**src/rtl/core/sdhc_pkg.sv**
```systemverilog
`default_nettype none
// ----------------------------------------------------------------------------
// Heat colormap package
// Widths, constants, the log2 fraction table and the divider step used by the
// spectrum dB heat colormap pipeline.
// ----------------------------------------------------------------------------
package sdhc_pkg;

    // Magnitude input, unsigned Q8.24.
    localparam int MAG_W         = 32;
    localparam int MAG_FRAC_BITS = 24;
    localparam int POS_W         = $clog2(MAG_W);

    // Log2 fraction table.
    localparam int LOG_TABLE_BITS = 6;
    localparam int LOG_TABLE_SIZE = 1 << LOG_TABLE_BITS;
    localparam int LOG_FRAC_W     = 17;
    localparam int LOG_ITER       = 20;

    // log2 in Q.16: the exponent part covers -24..7.
    localparam int EXP_W = POS_W + 1;
    localparam int LOG_W = EXP_W + 16;

    // 20*log10(2) in Q.16, then rescale by 2^24 down to Q8.8 dB.
    localparam int DB_K_W   = 20;
    localparam int PROD_W   = LOG_W + DB_K_W;
    localparam int DB_SHIFT = 24;
    localparam int DBW_W    = PROD_W - DB_SHIFT;
    localparam int DB_W     = 16;
    localparam logic signed [DB_K_W-1:0] DB_K_Q16 = 20'sd394566;
    localparam logic signed [DB_W-1:0]   DB_MIN   = 16'sh8000;
    localparam logic signed [DB_W-1:0]   DB_MAX   = 16'sh7FFF;

    // Configuration registers.
    localparam int CFG_ADDR_W = 1;
    localparam logic [CFG_ADDR_W-1:0] REG_DB_FLOOR   = 1'b0;
    localparam logic [CFG_ADDR_W-1:0] REG_DB_CEILING = 1'b1;
    localparam logic signed [DB_W-1:0] DB_FLOOR_RESET   = -16'sd28160;
    localparam logic signed [DB_W-1:0] DB_CEILING_RESET = -16'sd2560;

    // Normalized level, Q0.16.
    localparam int LVL_W = 16;
    localparam int DIFF_W = DB_W + 1;
    localparam logic [LVL_W-1:0] LVL_ONE  = 16'd65535;
    localparam logic [LVL_W-1:0] LVL_SEG1 = 16'd39321;
    localparam logic [LVL_W-1:0] LVL_SEG2 = 16'd55705;
    localparam logic [LVL_W-1:0] MID_SPAN  = LVL_SEG2 - LVL_SEG1;
    localparam logic [LVL_W-1:0] HIGH_SPAN = LVL_ONE - LVL_SEG2;

    // Level divider: quotient of (2*num*65535 + den) / (2*den).
    localparam int QUO_W              = LVL_W;
    localparam int REM_W              = DIFF_W;
    localparam int DIVIDEND_W         = QUO_W + REM_W;
    localparam int DIV_BITS_PER_STAGE = 2;
    localparam int DIV_STAGES         = QUO_W / DIV_BITS_PER_STAGE;

    // Color arithmetic.
    localparam int CH_W        = 8;
    localparam int X_W         = 24;
    localparam int RECIP_SHIFT = X_W;
    localparam int RECIP_W     = 10;
    localparam int QC_W        = X_W + 1;
    localparam int C_W         = 17;
    localparam logic [X_W-1:0]  SEG1_GAIN  = X_W'(2 * 195);
    localparam logic [X_W-1:0]  COLOR_GAIN = X_W'(2 * 255);
    localparam logic [C_W-1:0]  C_SEG1     = C_W'(2 * int'(LVL_SEG1));
    localparam logic [C_W-1:0]  C_SEG3     = C_W'(2 * int'(HIGH_SPAN));
    localparam logic [RECIP_W-1:0] M_SEG1  = RECIP_W'((64'd1 << RECIP_SHIFT) / C_SEG1);
    localparam logic [RECIP_W-1:0] M_SEG3  = RECIP_W'((64'd1 << RECIP_SHIFT) / C_SEG3);
    localparam int MID_SHIFT = $clog2(2 * int'(MID_SPAN));
    localparam logic [CH_W-1:0] LOW_BASE = 8'd60;
    localparam logic [CH_W-1:0] CH_FULL  = 8'hFF;

    // Pipeline stage map.
    localparam int ST_LOD     = 0;
    localparam int ST_LOG     = 1;
    localparam int ST_MUL     = 2;
    localparam int ST_DB      = 3;
    localparam int ST_DIFF    = 4;
    localparam int ST_DIVIN   = 5;
    localparam int ST_DIV0    = 6;
    localparam int ST_SEG     = ST_DIV0 + DIV_STAGES;
    localparam int ST_RECIP   = ST_SEG + 1;
    localparam int ST_OUT     = ST_RECIP + 1;
    localparam int NUM_STAGES = ST_OUT + 1;

    localparam int OUT_DATA_W = 3 * CH_W + LVL_W;

    typedef enum logic [1:0] {
        SEG_LOW,
        SEG_MID,
        SEG_HIGH
    } seg_t;

    typedef struct packed {
        logic [REM_W-1:0] rem;
        logic [QUO_W-1:0] lo;
        logic [QUO_W-1:0] quo;
        logic [REM_W-1:0] dvs;
        logic             zero;
        logic             one;
    } div_t;

    typedef logic [LOG_FRAC_W-1:0] log_rom_t [LOG_TABLE_SIZE];

    // Fraction of log2(1 + idx/2^B) in Q.16, by repeated squaring.
    function automatic log_rom_t build_log_rom();
        log_rom_t    rom;
        logic [63:0] y;
        logic [LOG_ITER:0] r;
        int          i;
        int          k;
        for (i = 0; i < LOG_TABLE_SIZE; i++) begin
            y = 64'(LOG_TABLE_SIZE + i) << (30 - LOG_TABLE_BITS);
            r = '0;
            for (k = 0; k < LOG_ITER; k++) begin
                y = (y * y) >> 30;
                r = r << 1;
                if (y >= (64'd1 << 31)) begin
                    r[0] = 1'b1;
                    y = y >> 1;
                end
            end
            rom[i] = LOG_FRAC_W'((r + (LOG_ITER + 1)'(8)) >> 4);
        end
        return rom;
    endfunction

    localparam log_rom_t LOG_ROM = build_log_rom();

    // One restoring step: brings in the next dividend bit.
    function automatic div_t div_step(input div_t s);
        div_t             o;
        logic [REM_W:0]   t;
        o = s;
        t = {s.rem, s.lo[QUO_W-1]};
        if (t >= {1'b0, s.dvs}) begin
            o.rem = REM_W'(t - {1'b0, s.dvs});
            o.quo = {s.quo[QUO_W-2:0], 1'b1};
        end else begin
            o.rem = t[REM_W-1:0];
            o.quo = {s.quo[QUO_W-2:0], 1'b0};
        end
        o.lo = {s.lo[QUO_W-2:0], 1'b0};
        return o;
    endfunction

    function automatic div_t div_stage(input div_t s);
        div_t o;
        int   b;
        o = s;
        for (b = 0; b < DIV_BITS_PER_STAGE; b++) begin
            o = div_step(o);
        end
        return o;
    endfunction

endpackage

`default_nettype wire

```
**src/rtl/core/spectrum_db_heat_colormap.sv**
```systemverilog
`default_nettype none
// ----------------------------------------------------------------------------
// Spectrum dB heat colormap
// Turns one linear spectrum bin magnitude into a dB level and a heat color.
//
// Input stream: s_axis carries one unsigned Q8.24 magnitude per item. Output
// stream: m_axis carries the rounded red, green, blue components and the
// clamped Q0.16 level of that bin, in input order, one result per item.
// The floor and ceiling (signed Q8.8 dB) are written on the cfg port; the user
// must write them only while the block is idle, which the block does not enforce.
// The pipeline has 17 register stages and takes one item every cycle unless
// m_axis stalls while every stage holds an item. The level divider is eight
// stages of two quotient bits each, which sets the depth. Reset empties the
// pipeline and loads the floor and ceiling with -110 dB and -10 dB. When the
// receiver stalls, the items behind the output register close up any empty
// stages, and s_axis_tready drops only once every stage holds an item.
// ----------------------------------------------------------------------------
module spectrum_db_heat_colormap (
    input  logic                                   aclk,
    input  logic                                   aresetn,
    input  logic                                   s_axis_tvalid,
    output logic                                   s_axis_tready,
    // [31:0] magnitude
    input  logic [sdhc_pkg::MAG_W-1:0]             s_axis_tdata,
    output logic                                   m_axis_tvalid,
    input  logic                                   m_axis_tready,
    // [7:0] red, [15:8] green, [23:16] blue, [39:24] level
    output logic [sdhc_pkg::OUT_DATA_W-1:0]        m_axis_tdata,
    input  logic                                   cfg_wr_en,
    input  logic [sdhc_pkg::CFG_ADDR_W-1:0]        cfg_addr,
    input  logic [sdhc_pkg::DB_W-1:0]              cfg_wdata
);
    import sdhc_pkg::*;

    logic signed [DB_W-1:0] floor_reg;
    logic signed [DB_W-1:0] ceil_reg;

    logic [NUM_STAGES-1:0] vld_reg;
    logic [NUM_STAGES-1:0] vld_next;
    logic [NUM_STAGES-1:0] stage_en;

    // Stage registers.
    logic [MAG_W-1:0]          mag0_reg;
    logic [POS_W-1:0]          pos0_reg;
    logic signed [LOG_W-1:0]   log1_reg;
    logic signed [PROD_W-1:0]  prod2_reg;
    logic signed [DB_W-1:0]    db3_reg;
    logic signed [DIFF_W-1:0]  num4_reg;
    logic signed [DIFF_W-1:0]  den4_reg;
    div_t                      div_pipe_reg [DIV_STAGES+1];
    logic [LVL_W-1:0]          level14_reg;
    seg_t                      seg14_reg;
    logic [X_W-1:0]            x14_reg;
    logic [CH_W-1:0]           rmid14_reg;
    logic [CH_W-1:0]           bmid14_reg;
    logic [LVL_W-1:0]          level15_reg;
    seg_t                      seg15_reg;
    logic [X_W-1:0]            x15_reg;
    logic [CH_W-1:0]           rmid15_reg;
    logic [CH_W-1:0]           bmid15_reg;
    logic [CH_W-1:0]           qe15_reg;
    logic [CH_W-1:0]           out_red_reg;
    logic [CH_W-1:0]           out_green_reg;
    logic [CH_W-1:0]           out_blue_reg;
    logic [LVL_W-1:0]          out_level_reg;

    // Combinational values.
    logic [MAG_W-1:0]          mag_c;
    logic [POS_W-1:0]          pos_c;
    logic [MAG_W-1:0]          norm_c;
    logic [LOG_TABLE_BITS-1:0] idx_c;
    logic signed [EXP_W-1:0]   exp_c;
    logic signed [LOG_W-1:0]   log_c;
    logic signed [PROD_W-1:0]  prod_c;
    logic signed [PROD_W-1:0]  db_sum_c;
    logic signed [DBW_W-1:0]   db_wide_c;
    logic signed [DB_W-1:0]    db_c;
    logic [DIVIDEND_W-1:0]     dividend_c;
    div_t                      div_init_c;
    div_t                      div_last_c;
    logic [LVL_W-1:0]          level_c;
    logic [LVL_W-1:0]          dmid_c;
    logic [LVL_W-1:0]          dhigh_c;
    seg_t                      seg_c;
    logic [X_W-1:0]            x_c;
    logic [X_W-1:0]            rmid_t_c;
    logic [X_W-1:0]            bmid_t_c;
    logic [RECIP_W-1:0]        recip_c;
    logic [X_W+RECIP_W-1:0]    qprod_c;
    logic [C_W-1:0]            cdiv_c;
    logic [QC_W-1:0]           rem_c;
    logic [CH_W-1:0]           q_c;
    logic [CH_W-1:0]           red_next;
    logic [CH_W-1:0]           green_next;
    logic [CH_W-1:0]           blue_next;

    // ------------------------------------------------------------------
    // Configuration registers
    // ------------------------------------------------------------------
    always_ff @(posedge aclk) begin
        if (!aresetn) begin
            floor_reg <= DB_FLOOR_RESET;
            ceil_reg  <= DB_CEILING_RESET;
        end else if (cfg_wr_en) begin
            case (cfg_addr)
                REG_DB_FLOOR:   floor_reg <= cfg_wdata;
                REG_DB_CEILING: ceil_reg  <= cfg_wdata;
                default: begin
                end
            endcase
        end
    end

    // ------------------------------------------------------------------
    // Pipeline flow control: a stage loads when it is empty or when some
    // stage at or after it is empty or the output is being taken.
    // ------------------------------------------------------------------
    always_comb begin
        for (int k = 0; k < NUM_STAGES; k++) begin
            stage_en[k] = m_axis_tready ||
                          ((vld_reg | NUM_STAGES'((1 << k) - 1)) != '1);
        end
    end

    assign vld_next      = {vld_reg[NUM_STAGES-2:0], s_axis_tvalid};
    assign s_axis_tready = stage_en[ST_LOD];
    assign m_axis_tvalid = vld_reg[ST_OUT];
    assign m_axis_tdata  = {out_level_reg, out_blue_reg, out_green_reg, out_red_reg};

    always_ff @(posedge aclk) begin
        if (!aresetn) begin
            vld_reg <= '0;
        end else begin
            for (int k = 0; k < NUM_STAGES; k++) begin
                if (stage_en[k]) begin
                    vld_reg[k] <= vld_next[k];
                end
            end
        end
    end

    // ------------------------------------------------------------------
    // Leading-one position (zero counts as one LSB)
    // ------------------------------------------------------------------
    always_comb begin
        mag_c = (s_axis_tdata == '0) ? MAG_W'(1) : s_axis_tdata;
        pos_c = '0;
        for (int i = 0; i < MAG_W; i++) begin
            if (mag_c[i]) begin
                pos_c = POS_W'(i);
            end
        end
    end

    always_ff @(posedge aclk) begin
        if (stage_en[ST_LOD]) begin
            mag0_reg <= mag_c;
            pos0_reg <= pos_c;
        end
    end

    // ------------------------------------------------------------------
    // log2 in Q.16: exponent plus table fraction
    // ------------------------------------------------------------------
    always_comb begin
        norm_c = mag0_reg << (POS_W'(MAG_W - 1) - pos0_reg);
        idx_c  = norm_c[MAG_W-2 -: LOG_TABLE_BITS];
        exp_c  = $signed({1'b0, pos0_reg}) - $signed(EXP_W'(MAG_FRAC_BITS));
        log_c  = $signed({exp_c, 16'b0})
               + $signed({{(LOG_W - LOG_FRAC_W){1'b0}}, LOG_ROM[idx_c]});
    end

    always_ff @(posedge aclk) begin
        if (stage_en[ST_LOG]) begin
            log1_reg <= log_c;
        end
    end

    assign prod_c = log1_reg * DB_K_Q16;

    always_ff @(posedge aclk) begin
        if (stage_en[ST_MUL]) begin
            prod2_reg <= prod_c;
        end
    end

    // ------------------------------------------------------------------
    // Round to Q8.8 dB and saturate the low end
    // ------------------------------------------------------------------
    always_comb begin
        db_sum_c  = prod2_reg + $signed(PROD_W'(64'd1 << (DB_SHIFT - 1)));
        db_wide_c = db_sum_c[PROD_W-1:DB_SHIFT];
        if (db_wide_c[DBW_W-1:DB_W-1] != {(DBW_W - DB_W + 1){db_wide_c[DB_W-1]}}) begin
            db_c = db_wide_c[DBW_W-1] ? DB_MIN : DB_MAX;
        end else begin
            db_c = db_wide_c[DB_W-1:0];
        end
    end

    always_ff @(posedge aclk) begin
        if (stage_en[ST_DB]) begin
            db3_reg <= db_c;
        end
    end

    always_ff @(posedge aclk) begin
        if (stage_en[ST_DIFF]) begin
            num4_reg <= {db3_reg[DB_W-1], db3_reg} - {floor_reg[DB_W-1], floor_reg};
            den4_reg <= {ceil_reg[DB_W-1], ceil_reg} - {floor_reg[DB_W-1], floor_reg};
        end
    end

    // ------------------------------------------------------------------
    // Divider setup. The quotient is only used when 0 < num < den, where
    // it is known to fit in 16 bits.
    // ------------------------------------------------------------------
    always_comb begin
        dividend_c = {num4_reg[QUO_W-1:0], {REM_W{1'b0}}}
                   - {{(REM_W - 1){1'b0}}, num4_reg[QUO_W-1:0], 1'b0}
                   + {{REM_W{1'b0}}, den4_reg[QUO_W-1:0]};
        div_init_c.rem  = dividend_c[DIVIDEND_W-1:QUO_W];
        div_init_c.lo   = dividend_c[QUO_W-1:0];
        div_init_c.quo  = '0;
        div_init_c.dvs  = {den4_reg[QUO_W-1:0], 1'b0};
        div_init_c.zero = (den4_reg <= 17'sd0) || (num4_reg <= 17'sd0);
        div_init_c.one  = (num4_reg >= den4_reg);
    end

    always_ff @(posedge aclk) begin
        if (stage_en[ST_DIVIN]) begin
            div_pipe_reg[0] <= div_init_c;
        end
    end

    for (genvar j = 0; j < DIV_STAGES; j++) begin : g_div
        always_ff @(posedge aclk) begin
            if (stage_en[ST_DIV0 + j]) begin
                div_pipe_reg[j+1] <= div_stage(div_pipe_reg[j]);
            end
        end
    end

    // ------------------------------------------------------------------
    // Level and heat segment selection
    // ------------------------------------------------------------------
    always_comb begin
        div_last_c = div_pipe_reg[DIV_STAGES];
        if (div_last_c.zero) begin
            level_c = '0;
        end else if (div_last_c.one) begin
            level_c = LVL_ONE;
        end else begin
            level_c = div_last_c.quo;
        end
        dmid_c   = level_c - LVL_SEG1;
        dhigh_c  = level_c - LVL_SEG2;
        rmid_t_c = X_W'(dmid_c) * COLOR_GAIN + X_W'(MID_SPAN);
        bmid_t_c = X_W'(MID_SPAN - dmid_c) * COLOR_GAIN + X_W'(MID_SPAN);
        if (level_c < LVL_SEG1) begin
            seg_c = SEG_LOW;
            x_c   = X_W'(level_c) * SEG1_GAIN + X_W'(LVL_SEG1);
        end else if (level_c < LVL_SEG2) begin
            seg_c = SEG_MID;
            x_c   = '0;
        end else begin
            seg_c = SEG_HIGH;
            x_c   = X_W'(HIGH_SPAN - dhigh_c) * COLOR_GAIN + X_W'(HIGH_SPAN);
        end
    end

    always_ff @(posedge aclk) begin
        if (stage_en[ST_SEG]) begin
            level14_reg <= level_c;
            seg14_reg   <= seg_c;
            x14_reg     <= x_c;
            rmid14_reg  <= CH_W'(rmid_t_c >> MID_SHIFT);
            bmid14_reg  <= CH_W'(bmid_t_c >> MID_SHIFT);
        end
    end

    // Reciprocal estimate of the rounded quotient; low by at most one.
    always_comb begin
        recip_c = (seg14_reg == SEG_LOW) ? M_SEG1 : M_SEG3;
        qprod_c = (X_W + RECIP_W)'(x14_reg) * (X_W + RECIP_W)'(recip_c);
    end

    always_ff @(posedge aclk) begin
        if (stage_en[ST_RECIP]) begin
            level15_reg <= level14_reg;
            seg15_reg   <= seg14_reg;
            x15_reg     <= x14_reg;
            rmid15_reg  <= rmid14_reg;
            bmid15_reg  <= bmid14_reg;
            qe15_reg    <= CH_W'(qprod_c >> RECIP_SHIFT);
        end
    end

    // ------------------------------------------------------------------
    // Quotient correction and color assembly
    // ------------------------------------------------------------------
    always_comb begin
        cdiv_c = (seg15_reg == SEG_LOW) ? C_SEG1 : C_SEG3;
        rem_c  = {1'b0, x15_reg} - QC_W'(qe15_reg) * QC_W'(cdiv_c);
        q_c    = qe15_reg + CH_W'(rem_c >= QC_W'(cdiv_c));
        case (seg15_reg)
            SEG_LOW: begin
                red_next   = '0;
                green_next = LOW_BASE + q_c;
                blue_next  = LOW_BASE + q_c;
            end
            SEG_MID: begin
                red_next   = rmid15_reg;
                green_next = CH_FULL;
                blue_next  = bmid15_reg;
            end
            SEG_HIGH: begin
                red_next   = CH_FULL;
                green_next = q_c;
                blue_next  = '0;
            end
            default: begin
                red_next   = '0;
                green_next = '0;
                blue_next  = '0;
            end
        endcase
    end

    always_ff @(posedge aclk) begin
        if (stage_en[ST_OUT]) begin
            out_red_reg   <= red_next;
            out_green_reg <= green_next;
            out_blue_reg  <= blue_next;
            out_level_reg <= level15_reg;
        end
    end

`ifndef NO_ASSERTIONS
    // Low segment is a gray-free teal ramp: no red, green equals blue.
    assert property (@(posedge aclk) disable iff (!aresetn)
        m_axis_tvalid && (out_level_reg < LVL_SEG1)
        |-> (out_red_reg == '0) && (out_green_reg == out_blue_reg))
        else $error("low segment color mismatch");

    // Top segment is full red with no blue.
    assert property (@(posedge aclk) disable iff (!aresetn)
        m_axis_tvalid && (out_level_reg >= LVL_SEG2)
        |-> (out_red_reg == CH_FULL) && (out_blue_reg == '0))
        else $error("high segment color mismatch");

    // A taken output always frees room for a new item.
    assert property (@(posedge aclk) disable iff (!aresetn)
        m_axis_tready |-> s_axis_tready)
        else $error("input stalled while output drains");

    assert property (@(posedge aclk)
        !aresetn |=> !m_axis_tvalid)
        else $error("output valid right after reset");
`endif

endmodule

`default_nettype wire
```
**config.mk**
```make
export PLATFORM = sky130hd
export DESIGN_NAME = spectrum_db_heat_colormap
export DESIGN_NICKNAME = d
export VERILOG_FILES = /design/src/rtl/core/sdhc_pkg.sv /design/src/rtl/core/spectrum_db_heat_colormap.sv
export SDC_FILE = /design/constraint.sdc
export NUM_CORES = 2
export LEC_CHECK = 0
export ABC_AREA = 1
export BUFFER_PORTS_ARGS = -buffer_cell sky130_fd_sc_hd__buf_2
export CORE_ASPECT_RATIO = 1.2
export CORE_MARGIN = 5
export CORE_UTILIZATION = 55
export DETAILED_ROUTE_END_ITERATION = 7
export GPL_TIMING_DRIVEN = 0
export PLACE_DENSITY = 0.74
export SYNTH_ARGS = -nofsm -noshare
export SYNTH_HDL_FRONTEND = slang
export SYNTH_SLANG_ARGS = --single-unit
```
**constraint.sdc**
```tcl
create_clock -name aclk -period 12.3 [get_ports aclk]
set_clock_uncertainty 0.2 [all_clocks]
set_input_delay 0.615 -clock aclk [delete_from_list [all_inputs] [get_ports aclk]]
set_output_delay 0.615 -clock aclk [all_outputs]
set_load 0.02 [all_outputs]
```
-- After elaboration in Yosys (flattened, before gate mapping)
Memory sizes are Yosys's and may differ from the RTL's.
Index checks and enable logic that the tools add are counted.
- bits in registers: 363
- bits in writable memories: 612
- bits in read-only memories: 1088
- bits of input ports: 54
- output and inout bits: 42
- memories: 2
- memories (name ; words ; width ; read ports ; clocked after memory_dff ; wr ports ; RTL line ; text):
    (no name shown) ; 64 ; 17 ; 1 ; 0 ; 0 ; spectrum_db_heat_colormap.sv:170 ; + $signed({{(LOG_W - LOG_FRAC_W){1'b0}}, LOG_ROM[idx_c]});
    div_pipe_reg ; 9 ; 68 ; 9 ; 0 ; 9 ; spectrum_db_heat_colormap.sv:50 ; div_t div_pipe_reg [DIV_STAGES+1];
- add/subtract/negate cells: 35
- multipliers: 7
- $lt $le $gt $ge: 23
- eq/ne operators: 19
- shift-type cells: 1
- multiplexer cells: 119
- bitwise gates (word level): 3
- reduce and logical (&&, ||, !) cells: 27
- operator list (kind ; count):
    $mux 17 ; 35
    $ge 18x17->1 ; 16
    $sub 17x17->17 ; 16
    $mux 16 ; 12
    $mux 5 ; 14
    $mux 24 ; 2
    $add 23x15->23 const B ; 2
    $add 42x25->42 const B ; 1
    $mul 22x19->41 const B ; 1
    $mux 1 ; 36
    $le 17x1->1 const B ; 2
    $sub 16x16->17 ; 2
    $add 33x16->33 ; 1
    $sub 33x17->33 ; 1
    $logic_not 32->1 ; 1
    $lt 16x16->1 const B ; 2
    $mul 24x10->32 ; 1
    $mux 32 ; 1
    $mux 4 ; 8
    $pmux 8 s2 ; 2
    $shl 32x5->31 ; 1
    $sub 16x16->16 const B ; 2
    $ge 25x17->1 ; 1
    $mul 8x17->25 ; 1
    other kinds (48) ; 73

-- Logic depth before layout (Yosys ltp)
- depth in word-level cells: 32
- depth in mapped cells: 49

-- Least setup slack after synthesis
Ideal clock, no wire load.
- path type: flip-flop to flip-flop
- start point: memory div_pipe_reg[0][544] (netlist name)
- end point: register x14_reg[23] (data pin)
- setup time: 0.253 ns
- data arrival time: 8.292 ns
- data required time: 11.847 ns
- path slack: 3.555 ns
- stages on the path, launching flop included: 44
- path buffers: 2
- period minus slack after synthesis: 8.745 ns
- cell sequence: edfxtp_1 buf_6 clkbuf_1 o21ai_0 ha_1 inv_2 a21o_1 nand2_1 nand2_1 nand2_1 nand2_1 a21oi_1 o21bai_1 xor2_1 inv_1 ha_1 nand2_1 inv_1 (+8 left out) inv_1 fa_1 inv_1 ha_1 nand2_1 nor3_1 nand4_1 nand3_1 a21oi_1 o21bai_1 xor2_1 nand4_1 nand2_1 nand2_1 nand2_1 nand2_1 nand3_1 nand2_1
- RTL lines (what ; RTL line ; text):
    start, declared ; spectrum_db_heat_colormap.sv:50 ;
    end signal, assigned ; spectrum_db_heat_colormap.sv:275 ; x14_reg <= x_c;
    end, declared ; spectrum_db_heat_colormap.sv:53 ; logic [X_W-1:0] x14_reg;

==> impl_metrics.py <==
metrics = {
    "cts": {
        "root_buffer": "clkbuf_16",
        "post-cts-setup-buffer-count": 0,
        "cts_hold_buf": 49,
        "cts_sinks": 758,
        "cts.clk_slew.worst_paths_ns": 0.06,
        "cts_tree": "built",
        "cts_resized": 0,
        "clock_latency_ns": 0.72,
        "cts_made_buffers": 82,
        "ctsHtreeMaxLevel": 3,
        "cts.path.max_buffers": 3,
    },
    "setup_path": {
        "slowest_stage": "o21ai_0",
        "worst-path-stages": 43,
        "cp_max_fo": 10,
        "crit_family": "adder cells",
        "end_kind": "register",
        "slowest_delay_ns": 0.94,
        "required_ns": 12.50,
        "critPathMostFrequentCell": "nand2_1",
        "worstPathArrival_ns": 11.04,
        "ff2ff_path_depth": 43,
        "cp_num_buf_inv": 9,
        "critPathKind": "reg2reg",
        "startpoint_type": "register",
    },
    "route": {
        "drtPass1Iterations": 6,
        "postRouteAntennaNets": 0,
        "drt_iter0_drc": 2892,
        "post_drt_wl_per_cell_um": 16.7,
        "via_per_inst": 5.40,
        "via_count": 51800,
        "post-route-drc-count": 0,
        "routed_wirelength_um": 160000,
    },
    "yosys": {
        "netlist_area_mm2": 0.0698,
        "synth_fp_nets": 9077,
        "netlist_instances": 7637,
        "yosys-top-cells-count": "1415 x inv_1, 1213 x nand2_1, 875 x ha_1",
        "yosysSeqAreaShare": 0.319,
        "yosysUniqueCellTypes": 73,
        "synthFlopType": "edfxtp_1",
        "synth-edff-count": 709,
        "synth_top_cell_by_area": "edfxtp_1",
        "synthTopCellsByArea": "edfxtp_1 30%, ha_1 16%, fa_1 15%, inv_1 7.6%, nand2_1 6.5%",
        "avgSynthCellArea_um2": 9.14,
        "ys_warn_count": 0,
        "synth_top_area_share": 0.305,
        "synth_seq_cells": 758,
        "async_reset_ff_frac": 0,
        "synth_most_common_cell": "inv_1",
    },
    "worst_hold_path": {
        "hold_class": "in2reg",
        "holdPathStages": 2,
    },
    "place": {
        "placedInstanceArea_mm2": 0.0725,
        "portBuffers": 95,
        "gp_congestion": 0.957,
        "dpl.hpwl_um": 134000,
    },
    "final_layout": {
        "fill_cells": 10800,
        "multiInputGateArea_mm2": 0.0416,
        "nets": 9309,
        "drive_gt1_frac": 0.0456,
        "largest_reg_flops": 418,
        "area_delta_synth_final_pct": 8.47,
        "regArea_mm2": 0.0223,
        "design_area_mm2": 0.0757,
    },
    "floorplan": {
        "fp.coreArea_mm2": 0.126,
        "io-pin-count": 96,
        "die_area_mm2": 0.134,
        "initial_core_util": 0.553,
        "die_h_um": 400,
        "die_w_um": 335,
        "rows": 143,
    },
    "run": {
        "cap_viol_max_count": 0,
    },
    "grt": {
        "grt_max_degree": 61,
        "grt_pass1_wl_um": 262000,
        "grt_antenna_before_repair": 4,
        "grt_pass1_vias": 53400,
        "overflow": 0,
        "grt_usage": 0.239,
    },
    "timing": {
        "period_share": 0.881,
        "holdWs_ns": 0.0726,
        "fmax_mhz": 92.3,
        "maxSlewViolCount": 0,
        "setup_violations": 0,
        "fin_setup_tns_ns": 0,
        "worstMarginPinSlew_ns": 1.20,
        "rsz0062_at_grt": "false",
        "fin_crit_ns": 10.84,
        "slew_headroom": 0.194,
        "hold_viol": 0,
    },
    "outcome": {
        "status": "complete, no violations",
    },
}
==> stage by stage <==
step                      worst slack (ns)  std cells   util
final                                 1.46       9601  0.600
after global routing                 0.589       9601  0.600
after CTS                             1.45       9600  0.600
after detailed placement              1.53       9403  0.574
after global placement                1.64       9399  0.573
after floorplan                       3.55       7637      -
==> logic make-up after synthesis <==
family                     count (synthesis)  synth area share
DFF                                      758             0.319
AOI/OAI and AO/OA                       1371             0.109
buffers and inverters                   1573            0.0858
xor gates and xnor gates                 471            0.0593
and+or+nand+nor                         2075             0.123
adders and majority gates               1386             0.303
muxes                                      3          0.000466
==> layer usage <==
metal | vias up | part of all wire | GRT usage
li1 | 25700 | - | -
met1 | 24500 | 0.40 | 0.284
met2 | 1176 | 0.51 | 0.440
met3 | 414 | 0.040 | 0.0245
met4 | 0 | 0.043 | 0.0963
met5 | - | 0 | 0
==> worst reg2reg max path, delay by kind of cell, from the launching register on <==
family	cells	cell delay, ns
fa+ha+maj	7	3.16
simple gates	19	2.44
compound gates	6	1.81
buf+inv	9	1.53
xor+xnor	2	1.03
flops	1	0.37
==> worst paths after layout <==
| kind | startpoint | to | slack, ns |
|---|---|---|---|
| setup / recovery | div_pipe_reg[0][544] | x14_reg[23] | 1.46 |
| hold / removal | s_axis_tdata[1] | mag0_reg[1] | 0.07 |
| setup reg to reg | div_pipe_reg[0][544] | x14_reg[23] | 1.46 |
| hold reg to reg | div_pipe_reg[0][476] | div_pipe_reg[0][544] | 0.18 |
==> layout by cell type (no fill, tap or decap), drive strengths merged, types with 47 or more instances in the layout <==
cell / instances
nor2: 451
dfxtp: 49
a21oi: 555
dlygate4sd3: 49
nand2: 1220
clkbuf: 184
fa: 511
nor3: 63
xnor2: 162
nand3: 200
inv: 1445
xor2: 309
o21ai: 546
ha: 875
buf: 142
edfxtp: 709
nand4: 71
o211ai: 47
==> cell type report <==
cell class                      count  area share
Inverter                         1442      0.0715
Clock inverter                     52     0.00846
Clock buffer                       96      0.0282
Antenna cell                        1   0.0000330
Buffer                            131     0.00760
Timing Repair Buffer              148      0.0138
Multi-Input combinational cell   5306       0.549
Sequential cell                   758       0.294
Tap cell                         1667      0.0275
Power is left out: the tool's default activity adds up to more than one toggle a clock period on the data nets, which glitch-free logic cannot reach.
